$ cat src/rtl/ugbl_pkg.sv
// Shared types and constants of the uniform grid bilinear lookup.
// No dependencies; used by ugbl_axis, ugbl_blend and the top.
`default_nettype none
package ugbl_pkg;
	localparam int FRAC_BITS = 16;
	localparam logic [16:0] FRAC_ONE = 17'h10000;
	localparam logic [31:0] SIGN_FLIP = 32'h8000_0000;

	typedef enum logic [2:0] {
		CFG_TEMP_MIN    = 3'd0,
		CFG_TEMP_STEP   = 3'd1,
		CFG_TEMP_POINTS = 3'd2,
		CFG_PRES_MIN    = 3'd3,
		CFG_PRES_STEP   = 3'd4,
		CFG_PRES_POINTS = 3'd5,
		CFG_TABLE_READY = 3'd6
	} cfg_idx_t;

	localparam logic CMD_WRITE  = 1'b0;
	localparam logic CMD_LOOKUP = 1'b1;

	// word control travelling beside the axis pipelines
	typedef struct packed {
		logic        vld;
		logic        lookup;
		logic        nrdy;
		logic        wr;
		logic [7:0]  row;
		logic [7:0]  col;
		logic [31:0] entry;
	} side_t;

	// word control travelling beside the table read and blend
	typedef struct packed {
		logic vld;
		logic lookup;
		logic nrdy;
		logic tc;
		logic pc;
	} tail_t;
endpackage
`default_nettype wire

$ cat src/rtl/ugbl_axis.sv
// One grid axis: clamp, pipelined restoring divide, cell index and Q1.16 fraction.
// Uses ugbl_pkg. All stages advance only while en is high.
`default_nettype none
module ugbl_axis #(
	parameter int W       = 24,
	parameter int PTS_MAX = 256,
	parameter int QB      = 24
) (
	input  wire logic                       clk,
	input  wire logic                       en,
	input  wire logic [W-1:0]               x,
	input  wire logic [W-1:0]               lo,
	input  wire logic [W-1:0]               step,
	input  wire logic [8:0]                 points,
	output logic      [$clog2(PTS_MAX)-1:0] idx,
	output logic      [16:0]                frac,
	output logic                            clamped
);
	localparam int PB = $clog2(PTS_MAX);
	localparam int NW = $clog2(PTS_MAX + 1);
	localparam int HW = W + NW;
	localparam int IB = QB - ugbl_pkg::FRAC_BITS;

	logic [NW-1:0] n, nm1;
	logic [W-1:0]  step_e;

	always_comb begin
		if (points < 9'd2) n = NW'(2);
		else if (32'(points) > PTS_MAX) n = NW'(PTS_MAX);
		else n = NW'(points);
		nm1 = n - NW'(1);
		step_e = (step == '0) ? W'(1) : step;
	end

	logic [W-1:0]  x_s1;
	logic [HW-1:0] hi_s1;
	logic [W-1:0]  d_s2;
	logic          cl_s2;

	always_ff @(posedge clk) begin
		if (en) begin
			x_s1  <= x;
			hi_s1 <= HW'(lo) + HW'(nm1) * HW'(step_e);
			if (x_s1 <= lo) begin
				d_s2  <= '0;
				cl_s2 <= 1'b1;
			end else if (HW'(x_s1) >= hi_s1) begin
				d_s2  <= W'(hi_s1 - HW'(lo));
				cl_s2 <= 1'b1;
			end else begin
				d_s2  <= x_s1 - lo;
				cl_s2 <= 1'b0;
			end
		end
	end

	// quotient of (d << 16) / step, one bit per stage
	logic [W-1:0]  rem_dv [QB+1];
	logic [QB-1:0] quo_dv [QB+1];
	logic [W-1:0]  d_dv   [QB+1];
	logic          cl_dv  [QB+1];

	assign rem_dv[0] = d_s2 >> IB;
	assign quo_dv[0] = '0;
	assign d_dv[0]   = d_s2;
	assign cl_dv[0]  = cl_s2;

	for (genvar i = 0; i < QB; i++) begin : g_div
		localparam int B = QB - 1 - i;
		logic         dbit;
		logic [W:0]   t;
		logic         ge;
		if (B >= ugbl_pkg::FRAC_BITS) begin : g_bit
			assign dbit = d_dv[i][B-ugbl_pkg::FRAC_BITS];
		end else begin : g_zero
			assign dbit = 1'b0;
		end
		assign t  = {rem_dv[i], dbit};
		assign ge = t >= {1'b0, step_e};
		always_ff @(posedge clk) begin
			if (en) begin
				rem_dv[i+1] <= ge ? W'(t - {1'b0, step_e}) : t[W-1:0];
				quo_dv[i+1] <= {quo_dv[i][QB-2:0], ge};
				d_dv[i+1]   <= d_dv[i];
				cl_dv[i+1]  <= cl_dv[i];
			end
		end
	end

	logic [IB-1:0] qi;
	assign qi = quo_dv[QB][QB-1:ugbl_pkg::FRAC_BITS];

	always_ff @(posedge clk) begin
		if (en) begin
			clamped <= cl_dv[QB];
			// landing exactly on the upper end uses the last cell at full fraction
			if (32'(qi) >= 32'(nm1)) begin
				idx  <= PB'(n - NW'(2));
				frac <= ugbl_pkg::FRAC_ONE;
			end else begin
				idx  <= PB'(qi);
				frac <= {1'b0, quo_dv[QB][ugbl_pkg::FRAC_BITS-1:0]};
			end
		end
	end
endmodule
`default_nettype wire

$ cat config.mk
export PLATFORM = sky130hd
export DESIGN_NAME = ugbl_axis
export DESIGN_NICKNAME = d
export VERILOG_FILES = /design/src/rtl/ugbl_pkg.sv /design/src/rtl/ugbl_axis.sv
export SDC_FILE = /design/constraint.sdc
export NUM_CORES = 2
export LEC_CHECK = 0
export BUFFER_PORTS_ARGS = -buffer_cell sky130_fd_sc_hd__buf_2
export CORE_ASPECT_RATIO = 2
export CORE_MARGIN = 5
export CORE_UTILIZATION = 70
export DETAILED_ROUTE_END_ITERATION = 8
export PLACE_DENSITY = 0.87
export SYNTH_ARGS = -nofsm -noshare
export SYNTH_HDL_FRONTEND = slang
export SYNTH_SLANG_ARGS = --single-unit
export TNS_END_PERCENT = 1
$ cat constraint.sdc
create_clock -name clk -period 19.65 [get_ports clk]
set_input_delay 4.9125 -clock clk [delete_from_list [all_inputs] [get_ports clk]]
set_output_delay 4.9125 -clock clk [all_outputs]
set_load 0.02 [all_outputs]
# Yosys cells after proc, flatten, opt, wreduce, memory -nomap -nowiden
# Cells that the tools add are included.
[totals]
ff_bits = 1012
latch_bits = 0
ram_bits = 0
mem_bits_ro = 0
in_bits = 83
out_inout_bits = 26
mem_count = 0
[classes]
n_addsub = 28
n_mul = 1
div = 0
order_cmp = 29
n_eq_ne = 0
n_shift = 0
muxes = 30
bitwise = 0
reduce_logical = 1
[op_table]
columns = ["cell", "n"]
rows = [
  ["$mux W24", 24],
  ["$sub A24 B24 Y24", 24],
  ["$ge A25 B24 Y1", 23],
  ["$mux W17", 2],
  ["$add A24 B33 Y33", 1],
  ["$ge A24 B33 Y1", 1],
  ["$mul A9 B24 Y33", 1],
  ["$ge A17 B24 Y1", 1],
  ["$le A24 B24 Y1", 1],
  ["$logic_not A24 Y1", 1],
  ["$sub A17 B24 Y24", 1],
  ["$mux W9", 2],
  ["$ge A8 B9 Y1", 1],
  ["$gt A9 B9 Y1 const B", 1],
  ["$lt A9 B2 Y1 const B", 1],
  ["$sub A9 B1 Y9 const B", 1],
  ["$mux W8", 1],
  ["$sub A8 B2 Y8 const B", 1],
  ["$mux W1", 1],
]

# Depth between registers and ports, before layout
[logic_depth]
depth_word = 6
mapped_depth = 33
ltp_nobuf = 32

# Least setup slack after synthesis
# Ideal clock, no wire load.
[synth_path]
path_type = "input to register"
startpoint = "input port points[4]"
endpoint = "register hi_s1[32] (data pin)"
arrival_ps = 12550
path_slack_ps = 6840
stages = 30
path_buffers = 2
cell_sequence = "nor2_1 -> nand2_1 -> or4_1 -> o21ai_0 -> o21ai_0 -> and2_1 -> clkbuf_1 -> a31oi_1 -> clkinv_1 -> clkbuf_1 -> nor2_1 -> fa_1 -> fa_1 -> fa_1 -> fa_1 -> inv_1 -> fa_1 -> inv_1 -> ha_1 -> a21o_1 -> a21o_1 -> a21o_1 -> a2111oi_0 -> nor4b_1 -> a31o_2 -> o41ai_1 -> o2111a_1 -> o21ai_0 -> a21oi_1 -> xnor2_1"
[synth_between]
elab_chain_len = 6
word_cells_on_any_way = 7
cone_classes = "add/sub (2); mul (1); order compare (2); mux (2)"
[synth_rtl]
columns = ["element", "line", "text"]
rows = [
  ["start: declaration", "ugbl_axis.sv:14", "input wire logic [8:0] points,"],
  ["$gt A9 B9 Y1", "ugbl_axis.sv:29", "else if (32'(points) > PTS_MAX) n = NW'(PTS_MAX);"],
  ["$mux W9", "ugbl_axis.sv:29", ""],
  ["$mux W9 (*)", "ugbl_axis.sv:28", "if (points < 9'd2) n = NW'(2);"],
  ["$sub A9 B1 Y9 (*)", "ugbl_axis.sv:31", "nm1 = n - NW'(1);"],
  ["$mul A9 B24 Y33 (*)", "ugbl_axis.sv:43", "hi_s1 <= HW'(lo) + HW'(nm1) * HW'(step_e);"],
  ["$add A24 B33 Y33 (*)", "ugbl_axis.sv:43", ""],
  ["end signal: assignment", "ugbl_axis.sv:43", ""],
  ["end: declaration", "ugbl_axis.sv:36", "logic [HW-1:0] hi_s1;"],
]
# Every way passes the cells marked *; elsewhere a longest branch is shown, timed or not.
# A chain may end at the register's enable or synchronous reset.

# Worst setup path after layout
# Same ends and word-level chain as after synthesis.

==> impl_metrics.py <==
metrics = {
    "route": {
        "post_detailed_routing_wire_length_um": 211000,
        "drc_errors": 0,
        "via_per_inst": 6.68,
        "first_pass_iters": 8,
        "vias": 55600,
        "wl_per_cell_um": 25.4,
        "initialDrtViolationCount": 4488,
        "final_antenna_net_count": 0,
    },
    "logic_synthesis": {
        "count_of_warnings_emitted_by_yosys": 0,
        "syn-instance-count": 6754,
        "synth_ff_type": "sky130_fd_sc_hd__edfxtp_1",
        "list_of_most_frequent_post_synthesis_cells": "sky130_fd_sc_hd__edfxtp_1 (1012), sky130_fd_sc_hd__ha_1 (716), sky130_fd_sc_hd__nand2_1 (575), sky130_fd_sc_hd__o21ai_0 (520), sky130_fd_sc_hd__a21oi_1 (495)",
        "yosys.area.top_type_share_pct": 42.2,
        "synth.yosys.seq_area_share_pct": 42.2,
        "synth.lib_cells_used.distinct": 98,
        "yosysMostFrequentCell": "sky130_fd_sc_hd__edfxtp_1",
        "async_flop_share_pct": 0,
        "synth.largest_area_cell": "sky130_fd_sc_hd__edfxtp_1",
        "post_synth.cell_area_avg_um2": 10.7,
        "synth.area.top_cells": "sky130_fd_sc_hd__edfxtp_1 (42%), sky130_fd_sc_hd__ha_1 (12%), sky130_fd_sc_hd__fa_1 (5.6%)",
        "number_of_synthesized_register_bits": 1012,
        "synth-edff-count": 1012,
        "syn-cell-area_mm2": 0.0719,
    },
    "power_and_ir_drop": {
        "switching_power_uw": 6400,
        "power_leakage_uw": 0.0324,
        "internal_power_uw": 8110,
        "sw_frac_of_total_pct": 44.1,
        "power_per_cell_area_mw_per_mm2": 187,
        "power_frac_clock_pct": 13.2,
        "ir_drop_v": 0.000145,
        "comb_pwr_share_pct": 58.7,
        "seq_power_share_pct": 28.1,
        "finalPower_uw": 14500,
    },
    "global_route": {
        "grt_antenna_before_repair": 9,
        "number_of_global_route_vias_before_repair": 57900,
        "globalRoute.totalOverflow": 0,
        "maximum_number_of_pins_on_one_net_before_global_route_repair": 199,
        "global_route_wire_length_before_repair_um": 317000,
        "track_usage_pct": 37.6,
    },
    "worst_setup_path": {
        "element_type_at_the_critical_path_start": "primary input",
        "critical_path.max_stage_delay_ns": 0.86,
        "crit_path_category": "in -> reg",
        "cp_max_fo": 33,
        "cell_family_contributing_the_most_delay_on_the_critical_path": "adder cells",
        "endpoint_kind": "register",
        "worst-path-buf-inv": 5,
        "crit_required_ns": 20.13,
        "timing.reg2reg.setup_slack_ns": 14.75,
        "timing.critical_path.slowest_stage_cell": "sky130_fd_sc_hd__o41ai_1",
        "worst-endpoint-arrival_ns": 14.23,
    },
    "cts": {
        "cts_inserted_buffers": 92,
        "root_buffer": "sky130_fd_sc_hd__clkbuf_16",
        "ctsResizeCount": 0,
        "cts-hold-fix-buffers": 0,
        "tritoncts_num_sinks": 1012,
        "tritoncts": "yes",
        "clkLatencyLatePin_ns": 0.74,
        "post_cts_buffers": 0,
        "clk_pin_slew_ns": 0.07,
        "cts_htree_levels": 3,
        "clock_tree.buffer_depth": 3,
    },
    "die": {
        "initial_core_utilization_pct": 70.4,
        "fp-row-count": 166,
        "die_x_um": 237,
        "boundaryPins": 109,
        "die_h_um": 463,
        "floorplan.core_area_mm2": 0.102,
        "area_enclosed_by_the_die_boundary_mm2": 0.110,
    },
    "sta": {
        "hold_viol": 0,
        "period_share_pct": 70.0,
        "clock_skew_ns": 0.0360,
        "timing.final.crit_period_ns": 13.75,
        "slew_headroom_pct": 14.7,
        "finalSetupTns_ns": 0,
        "count_of_final_max_slew_check_failures": 0,
        "rsz_0062_raised_after_global_routing": "false",
        "max_freq_ghz": 0.0727,
        "report.final.setup_viol": 0,
        "worst-slew-pin-transition_ns": 1.24,
    },
    "placed_design": {
        "port_buffers": 108,
        "hpwl_um": 151000,
        "gp_routability_congestion": 1.03,
    },
    "worst_hold_path": {
        "min-delay-path-class": "reg -> reg",
    },
    "cells_and_area": {
        "syn_to_final_growth_pct": 7.54,
        "drive_gt1_share_pct": 8.28,
        "nets": 7896,
        "fillerInstances": 6821,
    },
    "flow_run": {
        "cap_violations": 0,
    },
    "status": {
        "status": "finished, final reports clean",
    },
}
## state kept, by name (all words and copies together) (netlist names)
| register | count |
|---|---|
| cl_dv | 24 |
| g_div.t | 552 |
| x_s1 | 24 |
| clamped | 1 |
| cl_s2 | 1 |
| hi_s1 | 33 |
| quo_dv | 292 |
| d_s2 | 24 |
| idx | 8 |
| qi | 8 |
| d_dv | 28 |
| frac | 17 |
## routing by layer
layer / track usage, % / wire, um / up-vias / part of all wire [%]
met2: 65.5 / 105000 / 2660 / 50
met1: 35.0 / 63000 / 26600 / 30
met4: 38.8 / 28300 / 6 / 13
met5: 0 / 31 / - / 0.015
met3: 7.42 / 14800 / 1267 / 7.0
li1: - / - / 25100 / -
## cells in the final DEF, fill, tap and decap left out, drive strengths merged, types with 15 or more instances in the layout
cell type	n
edfxtp	1012
ha	716
nand2	575
o21ai	525
a21oi	496
nor2	477
inv	425
xnor2	307
a21o	274
xor2	210
fa	200
mux2	198
buf	166
nand3	106
clkbuf	103
nand2b	86
nor2b	80
nor3	78
nand4	76
o21a	70
o21bai	68
a31oi	57
and3	50
a211oi	49
and2	46
clkinv	40
o31ai	34
mux2i	30
nor4	29
or3	26
a211o	24
conb	24
a21boi	23
clkinvlp	18
and4	17
o211ai	17
a41oi	15
## stage by stage
step | instance area (um2) | utilization, % | hold WS, ns | std cells | worst slack, ns
floorplan | 72000 | - | 0.400 | 6776 | 6.84
global placement | 74200 | 72.6 | 0.401 | 8147 | 5.73
detailed placement | 74200 | 72.6 | 0.405 | 8147 | 5.45
CTS | 77400 | 75.7 | 0.416 | 8316 | 6.10
global route | 77400 | 75.7 | 0.419 | 8317 | 5.49
finish | 77400 | 75.7 | 0.412 | 8322 | 5.90
## cell families after synthesis
logic type	after synthesis	share of synthesized area, %
simple gates	1707	11.1
buf+inv	568	3.05
flops	1012	42.2
xor+xnor	517	6.29
mux	228	3.52
compound gates	1804	15.7
other cells	2	0.0104
fa+ha+maj	916	18.0
## final cells by class
type | count | area (um2) | share of cell area (%)
multi-input cells | 5196 | 39500 | 51.1
clock inverters | 66 | 776 | 1.00
well taps | 1344 | 1680 | 2.17
inverters | 429 | 1610 | 2.08
diodes | 6 | 15.0 | 0.0194
repair buffers | 166 | 1020 | 1.32
clock buffers | 103 | 2340 | 3.03
flip-flops and latches | 1012 | 30400 | 39.3
## final timing paths
path / from / endpoint / cells after the start
setup reg to reg: g_div[22].t[2] / g_div[23].t[16] / 12
hold / removal: d_dv[432] / d_dv[408] / 0
setup / recovery: points[4] / hi_s1[32] / 32
hold reg to reg: d_dv[432] / d_dv[408] / 0
## worst reg2reg max path: cells and delay by family (launching register included)
kind            cells  cell delay [ns]
compound gates      7             1.83
fa+ha+maj           1             0.42
flops               1             0.50
mux                 1             0.48
simple gates        3             1.45
## power groups by stage
stage / registers (uW) / clock network (uW) / logic (uW)
3_5_place_dp: 4090 / 0 / 8230
4_1_cts: 4050 / 1920 / 8340
5_1_grt: 4100 / 2020 / 9270
3_3_place_gp: 4070 / 0 / 7970
6_report: 4080 / 1910 / 8510
2_1_floorplan: 3830 / 0 / 6190
Power figures use the tool's default switching activity.
