## src/rtl/ugbl_delay.sv

```systemverilog
// Stall-aware delay line for control and sideband words.
// No dependencies; widths set by the instantiating module.
`default_nettype none
module ugbl_delay #(
	parameter int W     = 8,
	parameter int DEPTH = 4
) (
	input  wire logic         clk,
	input  wire logic         arst_n,
	input  wire logic         en,
	input  wire logic [W-1:0] d,
	output logic      [W-1:0] q
);
	logic [W-1:0] tap_q [DEPTH];

	always_ff @(posedge clk or negedge arst_n) begin
		if (!arst_n) begin
			for (int i = 0; i < DEPTH; i++) tap_q[i] <= '0;
		end else if (en) begin
			tap_q[0] <= d;
			for (int i = 1; i < DEPTH; i++) tap_q[i] <= tap_q[i-1];
		end
	end

	assign q = tap_q[DEPTH-1];
endmodule
`default_nettype wire

```

## config.mk

```make
export PLATFORM = sky130hd
export DESIGN_NAME = ugbl_delay
export DESIGN_NICKNAME = d
export VERILOG_FILES = /design/src/rtl/ugbl_delay.sv
export SDC_FILE = /design/constraint.sdc
export NUM_CORES = 1
export LEC_CHECK = 0
export ABC_AREA = 1
export BUFFER_PORTS_ARGS = -buffer_cell sky130_fd_sc_hd__buf_2
export CORE_UTILIZATION = 58
export CTS_BUF_LIST = sky130_fd_sc_hd__clkbuf_2
export DETAILED_ROUTE_END_ITERATION = 8
export PLACE_DENSITY = 0.81
export SLEW_MARGIN = 20
export SYNTH_ARGS = -nofsm -noshare
export SYNTH_HDL_FRONTEND = slang
export SYNTH_SLANG_ARGS = --single-unit
export TNS_END_PERCENT = 30
```

## constraint.sdc

```tcl
create_clock -name clk -period 1.7 [get_ports clk]
set_input_delay 0.34 -clock clk [delete_from_list [all_inputs] [get_ports clk]]
set_output_delay 0.34 -clock clk [all_outputs]
set_load 0.02 [all_outputs]
```

Yosys cells after proc, flatten, opt, wreduce, memory -nomap -nowiden
Index checks and enable logic that the tools add are counted.
{ "classes": {"n_shift": 0, "n_addsub": 0, "reduce_logical": 0, "n_bitwise": 0, "mux": 0, "n_div": 0, "magnitude_cmp": 0, "n_eq_ne": 0, "multipliers": 0} }
{ "totals": {"ram_bits": 0, "in_bits": 11, "elab_cells": 4, "ff_bits": 32, "output_inout_bits": 8, "n_memories": 0, "rom_bits": 0, "latchBits": 0} }

Longest topological paths before layout
Gate-level depths: netlist (run 1).
{ "logic_depth": {"ltp_word": 0, "depth_mapped": 5, "ltp_nobuf": 3} }

Worst setup path before layout (run 1)
OpenSTA, ideal clock, no wires.
{ "synth_path": {"path_kind": "reg-to-output", "startpoint": "register tap_q, in the netlist q[2]", "endpoint": "output q[2]", "slack_ns": 0.844, "required_time_ns": 1.360, "stages_incl_launch_ff": 2, "arrival_ns": 0.516, "n_path_buf": 1, "cell_sequence": "dfrtp_1 buf_4"} }
{ "synth_lines": {"columns": ["item", "line_no", "text"], "rows": [
  ["start, declared", "14", "logic [W-1:0] tap_q [DEPTH];"],
  ["end, declared", "12", "output logic [W-1:0] q"]
]} }
No word-level cell between the ends.

Worst setup path in the final report (run 1)
{ "layout_path": {"startpoint": "register tap_q, in the netlist q[2]", "endpoint": "output q[2]"} }
No word-level cell between the ends.

==> results of run 1 <==
==> per-stage QoR <==
stage	instances	area (µm²)	utilization	hold WS (ps)	power (mW)
5_1_grt	184	1370	0.620	36.6	1.52
6_report	184	1370	0.620	4.72	1.42
3_5_place_dp	176	1330	0.602	415	1.11
2_1_floorplan	144	1360	-	44.4	1.09
3_3_place_gp	176	1330	0.602	409	1.10
4_1_cts	184	1370	0.620	12.0	1.45
==> sequential cells by signal (all words and copies together), names as in the netlist <==
signal	count
tap_q	24
q	8
==> routing by layer <==
| layer | up-vias | wire, µm | GRT usage |
|---|---|---|---|
| li1 | 441 | - | - |
| met1 | 373 | 830 | 0.214 |
| met2 | 19 | 743 | 0.249 |
| met3 | 6 | 93 | 0.0576 |
| met4 | 0 | 38 | 0.111 |
| met5 | - | 0 | 0 |
==> path summary, 6_finish.rpt <==
check	slack, ps	from	cells after the start	to
max	440	q[2]	1	q[2]
min reg2reg	480	q[1]	2	q[1]
max reg2reg	1070	tap_q[19]	2	tap_q[11]
min in group clk	180	d[5]	3	tap_q[29]
min	5	arst_n	1	q[3]
max in group asynchronous	1270	arst_n	1	tap_q[24]
==> power by group through the flow <==
stage          Sequential (mW)  Combinational [mW]  Clock (mW)
2_1_floorplan            0.903               0.191           0
3_3_place_gp             0.908               0.194           0
3_5_place_dp             0.912               0.199           0
4_1_cts                  0.898               0.200       0.350
5_1_grt                  0.908               0.226       0.383
6_report                 0.897               0.194       0.333
==> cell families after synthesis <==
kind of cell | count (synthesis) | share of synthesized area
and+or+nand+nor | 96 | 0.286
DFF | 32 | 0.591
buffers and inverters | 16 | 0.123
==> cells in the final DEF (no fill, tap or decap) <==
cell      netlist  layout
inv_8           1       1
nand2_2        11      11
clkbuf_2        0       7
dfrtp_1        32      32
buf_2           0      18
buf_4           8       1
nand2_1        85      85
clkinv_1        0       1
==> area by class of cell <==
cell class / instances / area, µm² / area share
inverter: 1 / 11.3 / 0.00821
tap: 28 / 35.0 / 0.0255
sequential: 32 / 801 / 0.584
clock inverter: 1 / 3.75 / 0.00274
multi-input combinational: 96 / 388 / 0.283
clock buffer: 7 / 35.0 / 0.0255
timing repair buffer: 19 / 97.6 / 0.0712
==> metrics.cfg, run 1 <==
[sta]
fmax_mhz = 791
fin_setup_tns_ps = 0
slew_violations = 0
tightest_slew_ps = 667
period_needed_ps = 1260
finalWorstSetupSlack_ps = 436
slew_headroom = 0.556
setup_viol = 0
finalHoldViolations = 0
grt_setup_unrepaired = no
period_share = 0.743
clock_skew_ps = 7.14

[place]
place_congestion = 0.691
port_buffers = 18
place_ws_ps = 541
hpwl_um = 1120

[logic_synthesis]
synth.net_count = 155
yosys.area.top_type_share = 0.591
ys.flop_type = dfrtp_1
yosysMostFrequentCell = nand2_1
netlist_area_mm2 = 0.00136
yosysSeqAreaShare = 0.591
synth.area.top_cells = dfrtp_1 (59%), nand2_1 (24%), nand2_2 (5.1%)
ys_types = 8
synth-seq-cells = 32
syn_inst = 144
synth_area_leader_cell = dfrtp_1
yosysWarnings = 0
synth_edf_count = 0
synthTopCellsByCount = nand2_1 (85), dfrtp_1 (32), nand2_2 (11), buf_4 (8)
synth-async-reset-ratio = 1.00
syn_avg_cell_area_um2 = 9.41

[clock_network]
cts_buffer_depth = 2
clock_latency_ps = 350
cts.repair.resized = 0
cts_tree = yes
clk_pin_slew_ps = 140
cts-root-buf = clkbuf_2
cts_setup_buffers = 0
cts_hold_buf = 0
clock-sinks = 32
cts_buffers = 5
cts_htree_levels = 2

[worst_setup_path]
cp_max_fo = 2
endpoint_kind = output pin
critPathBufInv = 1
worstPathArrival_ps = 920
criticalPathCategory = register to output pin
crit_path_cell_trace = buf_2
crit_family = flip-flops
cp-start-kind = register
cp_slowest_stage_delay_ps = 420
cpMaxStageDelayCell = dfrtp_1
critPathRequiredTime_ps = 1360

[global_routing]
track_usage = 0.170
overflow = 0
grt_pass1_vias = 786
grt_max_degree = 33
antenna_found_initial = 0
grt_pass1_wl_um = 3100

[finish]
nets = 166
final.fill_count = 218
antenna_cells = 0
layout-drive-gt1-share = 0.244
syn_to_final_growth_pct = 1.20

[route]
wire_per_inst_um = 9.27
vias = 839
viasPerCell = 4.56
drc = 0
totalWireLength_um = 1710
first_pass_iters = 4
drtIter0Drc = 15
antenna_left = 0

[floorplanning]
coreArea_mm2 = 0.00221
initial_utilization = 0.613
die-area_mm2 = 0.00253
die_w_um = 50.3
rows = 17
fp.dieH_um = 50.3
pin_count = 19

[pwr]
power_frac_comb = 0.136
p_sw_mw = 0.396
power_density_mw_per_mm2 = 1040
pwr-share-seq = 0.630
p_int_mw = 1.03
p_leak_nw = 0.800
peakVddDrop_mv = 0.685
p_sw_frac = 0.278
power_frac_clock = 0.234

[job]
maxCapViolations = 0

[hold_path]
min_path_type = input port to asynchronous set/reset pin

[outcome]
status = complete, no violations

No activity file was read; power rests on OpenSTA's default activity.
==> run 2: changes to the inputs <==
==> constraint.sdc (replaced) <==
create_clock -name clk -period 1.3 [get_ports clk]
set_input_delay 0.26 -clock clk [delete_from_list [all_inputs] [get_ports clk]]
set_output_delay 0.26 -clock clk [all_outputs]
set_load 0.02 [all_outputs]
==> run 2 against run 1 <==
Via count rose by 2.1%. Worst hold slack improved by 95 ps. Sequential share of layout area fell by 2.5 points. Utilization rose by 2.8 points. Final cell count rose by 1.6%. Critical path type unchanged. Routed wire length rose by 16%. Largest power group unchanged. First-iteration DRC count rose by 6.7%. Register-to-register slack got worse by 430 ps.
==> metrics.cfg, run 2 (synthesis gave the netlist of run 1 again) <==
[outcome]
status = complete, no violations

[finish]
largest_reg_flops = 24  ; unchanged
syn_to_final_growth_pct = 5.72
final_cell_mix = nand2_1 (85), dfrtp_1 (32), buf_2 (18)
layout-drive-gt1-share = 0.245  ; +0.00169
nets = 169  ; +1.8%
largest_register = tap_q
final_common_cell = nand2_1
antenna_cells = 0  ; unchanged

[hold_path]
min_path_type = input port to register

[sta]
setup_viol = 0  ; unchanged
slew_violations = 0  ; unchanged
fin_setup_tns_ps = 0  ; unchanged
tightest_slew_ps = 370  ; -296 ps
hold_ws_ps = 99.3  ; +94.6 ps
period_needed_ps = 1200
period_share = 0.925
fmax_mhz = 832
slew_headroom = 0.753  ; +0.198
grt_setup_unrepaired = no
finalHoldViolations = 0  ; unchanged
clock_skew_ps = 13.0  ; +5.82 ps

[global_routing]
grt_max_degree = 33  ; unchanged
grt_pass1_wl_um = 3430  ; +11%
overflow = 0  ; unchanged
grt_pass1_vias = 805  ; +2.4%
track_usage = 0.191  ; +0.0216
antenna_found_initial = 0  ; unchanged

[route]
drc = 0  ; unchanged
vias = 857  ; +2.1%
antenna_left = 0  ; unchanged
viasPerCell = 4.58  ; +0.51%
first_pass_iters = 4  ; unchanged
wire_per_inst_um = 10.6  ; +14%
totalWireLength_um = 1970  ; +16%
drtIter0Drc = 16  ; +1

[floorplanning]
die-area_mm2 = 0.00253  ; unchanged
fp.dieH_um = 50.3  ; unchanged
initial_utilization = 0.613  ; unchanged
coreArea_mm2 = 0.00221  ; unchanged
pin_count = 19  ; unchanged
rows = 17  ; unchanged
die_w_um = 50.3  ; unchanged

[clock_network]
clk_pin_slew_ps = 170  ; +30 ps
cts_htree_levels = 2  ; unchanged
clock-sinks = 32  ; unchanged
cts_tree = yes
cts_buffers = 5  ; unchanged
clock_latency_ps = 360  ; about the same
cts.repair.resized = 0  ; unchanged
cts-root-buf = clkbuf_2
cts_buffer_depth = 2  ; unchanged

[worst_setup_path]
cp-start-kind = register
critPathBufInv = 1  ; unchanged
cp_slowest_stage_delay_ps = 420  ; about the same
endpoint = q[4]
reg2reg_from = tap_q[18]
criticalPathCategory = register to output pin
r2r_cells = 2  ; unchanged
crit_path_cell_trace = buf_2
crit_path_start = q[4]
cp_max_fo = 2  ; unchanged
crit_family = flip-flops
endpoint_kind = output pin
r2r-end = tap_q[10]
rrSetupSlack_ps = 640  ; -430 ps
worstPathArrival_ps = 940  ; +20 ps
cpMaxStageDelayCell = dfrtp_1
critPathRequiredTime_ps = 1040  ; -320 ps
cp.depth = 1  ; unchanged

[place]
hpwl_um = 1330  ; +18%
port_buffers = 18  ; unchanged
place_congestion = 0.698  ; +1.0%

[pwr]
peakVddDrop_mv = 1.13  ; +65%
power_density_mw_per_mm2 = 1460  ; +40%
p_leak_nw = 0.826  ; +3.2%

[job]
maxCapViolations = 0  ; unchanged

run 2: changes by cell type in the layout (fill, tap and decap cells not counted), sizes merged:
cell         delta
clkbuf          -2
buf             +2
bufinv          +1
dlygate4sd3     +1
clkinv          +1
run 2: per-layer routing:
metal	GRT usage	part of all wire	up-vias
li1	-	-	448
met4	0.111	0.015	0
met1	0.240	0.50	379
met3	0.0545	0.055	5
met2	0.296	0.43	25
met5	0	0	-
run 2: worst min path at each step:
stage	from	endpoint	slack, ps	cells after the start
finish	d[5]	tap_q[29]	100	3
floorplan	arst_n	q[0]	-40	0
global placement	arst_n	q[5]	190	1
detailed placement	arst_n	q[5]	190	1
global route	d[2]	tap_q[26]	70	3
CTS	d[7]	tap_q[31]	80	3
run 2: cell type report:
class                   instances  area, µm²
inverters                       1       11.3
clock buffers                   5       25.0
well taps                      28       35.0
repair buffers                 22        135
fillers                       204        779
flip-flops and latches         32        801
multi-input cells              96        388
clock inverters                 3       37.5
run 2: power breakdown:
part           leakage (nW)  switching (mW)  total, mW  internal [mW]
registers             0.403          0.0662       1.18           1.11
logic                 0.385           0.170      0.273          0.102
clock network        0.0380           0.326      0.640          0.314
total                 0.826           0.563       2.09           1.53
run 2: what timing repair did:
action	CTS	global route
hold buffers	1	0
setup buffers	0	0
hold endpoints to repair	15	0
run 2: through the flow:
stage          utilization  std cells  worst slack [ps]  instance area [µm²]  total power [mW]
6_report             0.648        187              97.6                 1430              2.09
5_1_grt              0.648        187              39.6                 1430              2.19
4_1_cts              0.648        187              81.0                 1430              2.10
3_5_place_dp         0.615        178               370                 1360              1.47
3_3_place_gp         0.615        178               423                 1360              1.45
2_1_floorplan            -        144               524                 1360              1.43
==> run 3: changes to the inputs <==
--- a/config.mk
+++ b/config.mk
@@ -10,6 +10,7 @@
 export CORE_UTILIZATION = 58
 export CTS_BUF_LIST = sky130_fd_sc_hd__clkbuf_2
 export DETAILED_ROUTE_END_ITERATION = 8
+export GPL_TIMING_DRIVEN = 0
 export PLACE_DENSITY = 0.81
 export SLEW_MARGIN = 20
 export SYNTH_ARGS = -nofsm -noshare
==> run 3 against run 2 <==
Final cell count increased by 8.0%. Clock power decreased by 31%. Flip-flop and latch count is the same. Routed wire length increased by 1.9%. Critical path depth up 1. Worst hold slack worse by 14 ps. Combinational power rose by 58%. Register-to-register slack worse by 80 ps. Count of clock-buffer cells in the layout rose by 1. Sequential share of layout area decreased by 6.8 points. Global-route usage up 1.5 points. Die area unchanged. Largest cell class unchanged.
==> metrics.cfg, run 3 (synthesis gave the netlist of run 1 again) <==
[sta]
finalHoldViolations = 0  ; unchanged
grt_setup_unrepaired = yes
period_share = 0.987  ; +0.0625
fmax_mhz = 779  ; -6.3%
setup_viol = 0  ; unchanged
clock_skew_ps = 10.1  ; -2.91 ps
slew_headroom = 0.549  ; -0.204
slew_violations = 0  ; unchanged
period_needed_ps = 1280  ; +81.2 ps
tightest_slew_ps = 676  ; +306 ps

[clock_network]
cts-root-buf = clkbuf_2
cts_tree = yes
cts_htree_levels = 2  ; unchanged
clk_pin_slew_ps = 150  ; -20 ps
cts_buffer_depth = 2  ; unchanged
cts_buffers = 5  ; unchanged
clock-sinks = 32  ; unchanged
clock_latency_ps = 360  ; about the same

[hold_path]
hold_path_depth = 3  ; unchanged
hold_path_startpoint = d[5]
min_path_type = input port to register
hold_end = tap_q[29]

[route]
vias = 932  ; +8.8%
wire_per_inst_um = 9.96  ; -5.7%
drc = 0  ; unchanged
first_pass_iters = 4  ; unchanged
viasPerCell = 4.61  ; +0.68%
drtIter0Drc = 13  ; -3
totalWireLength_um = 2010  ; +1.9%
antenna_left = 0  ; unchanged

[worst_setup_path]
critPathRequiredTime_ps = 1040  ; about the same
endpoint_kind = output pin
cp_max_fo = 2  ; unchanged
reg2reg_from = q[3]
cp-start-kind = register
r2r_cells = 3  ; +1
cp_slowest_stage_delay_ps = 410  ; about the same
crit_path_cell_trace = buf_4 > buf_6
cpMaxStageDelayCell = dfrtp_1
worstPathArrival_ps = 1020  ; +80 ps
criticalPathCategory = register to output pin
r2r-end = q[3]
rrSetupSlack_ps = 560  ; -80 ps

[global_routing]
track_usage = 0.206  ; +0.0147
overflow = 0  ; unchanged
grt_pass1_vias = 882  ; +9.6%
grt_max_degree = 33  ; unchanged
grt_pass1_wl_um = 3710  ; +8.3%
antenna_found_initial = 0  ; unchanged

[finish]
layout-drive-gt1-share = 0.322  ; +0.0766
nets = 185  ; +9.5%
largest_reg_flops = 24  ; unchanged
final_common_cell = nand2_1
antenna_cells = 0  ; unchanged
final_cell_mix = nand2_1 (85), dfrtp_1 (32), buf_6 (17)
syn_to_final_growth_pct = 20.3
largest_register = tap_q
final_util = 0.737  ; +0.0894
stdcell_area_mm2 = 0.00163  ; +14%

[place]
hpwl_um = 1300  ; -1.6%
placed_cell_area_mm2 = 0.00148  ; +8.5%
port_buffers = 17  ; -1
place_congestion = 0.720  ; +3.2%

[job]
maxCapViolations = 0  ; unchanged

[floorplanning]
rows = 17  ; unchanged
coreArea_mm2 = 0.00221  ; unchanged
fp.dieH_um = 50.3  ; unchanged
pin_count = 19  ; unchanged
die_w_um = 50.3  ; unchanged
die-area_mm2 = 0.00253  ; unchanged
initial_utilization = 0.613  ; unchanged

[pwr]
peakVddDrop_mv = 0.890  ; -21%
power_density_mw_per_mm2 = 1250  ; -14%
p_leak_nw = 0.926  ; +12%

[outcome]
status = complete, no violations

## run 3: cell count changes in the layout (fill, tap and decap cells not counted)
cell       before  now
clkinv_1        2    0
clkinv_2        0    1
clkbuf_2        5    6
buf_2          18    9
clkbuf_8        0    3
buf_6           0   17
buf_4           2    7
bufinv_16       1    0
## run 3: area by class of cell
class                      instances  area, µm²
clock buffer                       6       30.0
fill                             170        582
tap                               28       35.0
timing repair buffer              24        190
inverter                           1       11.3
clock inverter                     1       5.00
sequential                        32        801
multi-input combinational         96        388
buffer                            14        170
## run 3: critical path, delay by kind of cell, from the launching register on
family | cells | cell delay, ps
DFF | 1 | 410
buffers and inverters | 2 | 260
## run 3: worst max path at each step
| stage | start | to | slack [ps] | depth (start not counted) |
|---|---|---|---|---|
| after floorplan | q[2] | q[2] | 520 | 1 |
| after CTS | q[5] | q[5] | -20 | 2 |
| after global routing | q[3] | q[3] | -30 | 2 |
| after detailed placement | q[2] | q[2] | 390 | 2 |
| final | q[5] | q[5] | 20 | 2 |
| after global placement | q[2] | q[2] | 400 | 2 |
## run 3: layer usage
metal  vias up  wire [µm]  track usage
met5         -          0            0
met1       424        933        0.245
li1        479          -            -
met3         7        103       0.0818
met2        22        932        0.320
met4         0         42        0.111
## run 3: through the flow
| step | setup WS [ps] | std cells | TNS (ps) | hold slack, ps | total power [mW] |
|---|---|---|---|---|---|
| floorplan | 524 | 144 | 0 | -35.6 | 1.43 |
| global placement | 401 | 189 | 0 | 329 | 1.51 |
| detailed placement | 390 | 189 | 0 | 340 | 1.53 |
| CTS | -19.4 | 201 | -60.7 | 70.5 | 2.00 |
| global route | -29.0 | 202 | -114 | 60.1 | 2.16 |
| finish | 16.3 | 202 | 0 | 85.1 | 2.04 |
## run 3: repair_timing
item	4_1_cts	5_1_grt
endpoints found under the hold margin	32	0
hold buffers	1	0
gates resized for setup	4	18
endpoints found under the setup margin	8	8
buffers inserted	4	2
## run 3: power breakdown
group          leakage, nW  total [mW]  internal [mW]  switching (mW)
combinational        0.494       0.432          0.237           0.196
sequential           0.403        1.17           1.11          0.0650
clock               0.0288       0.439          0.128           0.310
total                0.926        2.04           1.47           0.571
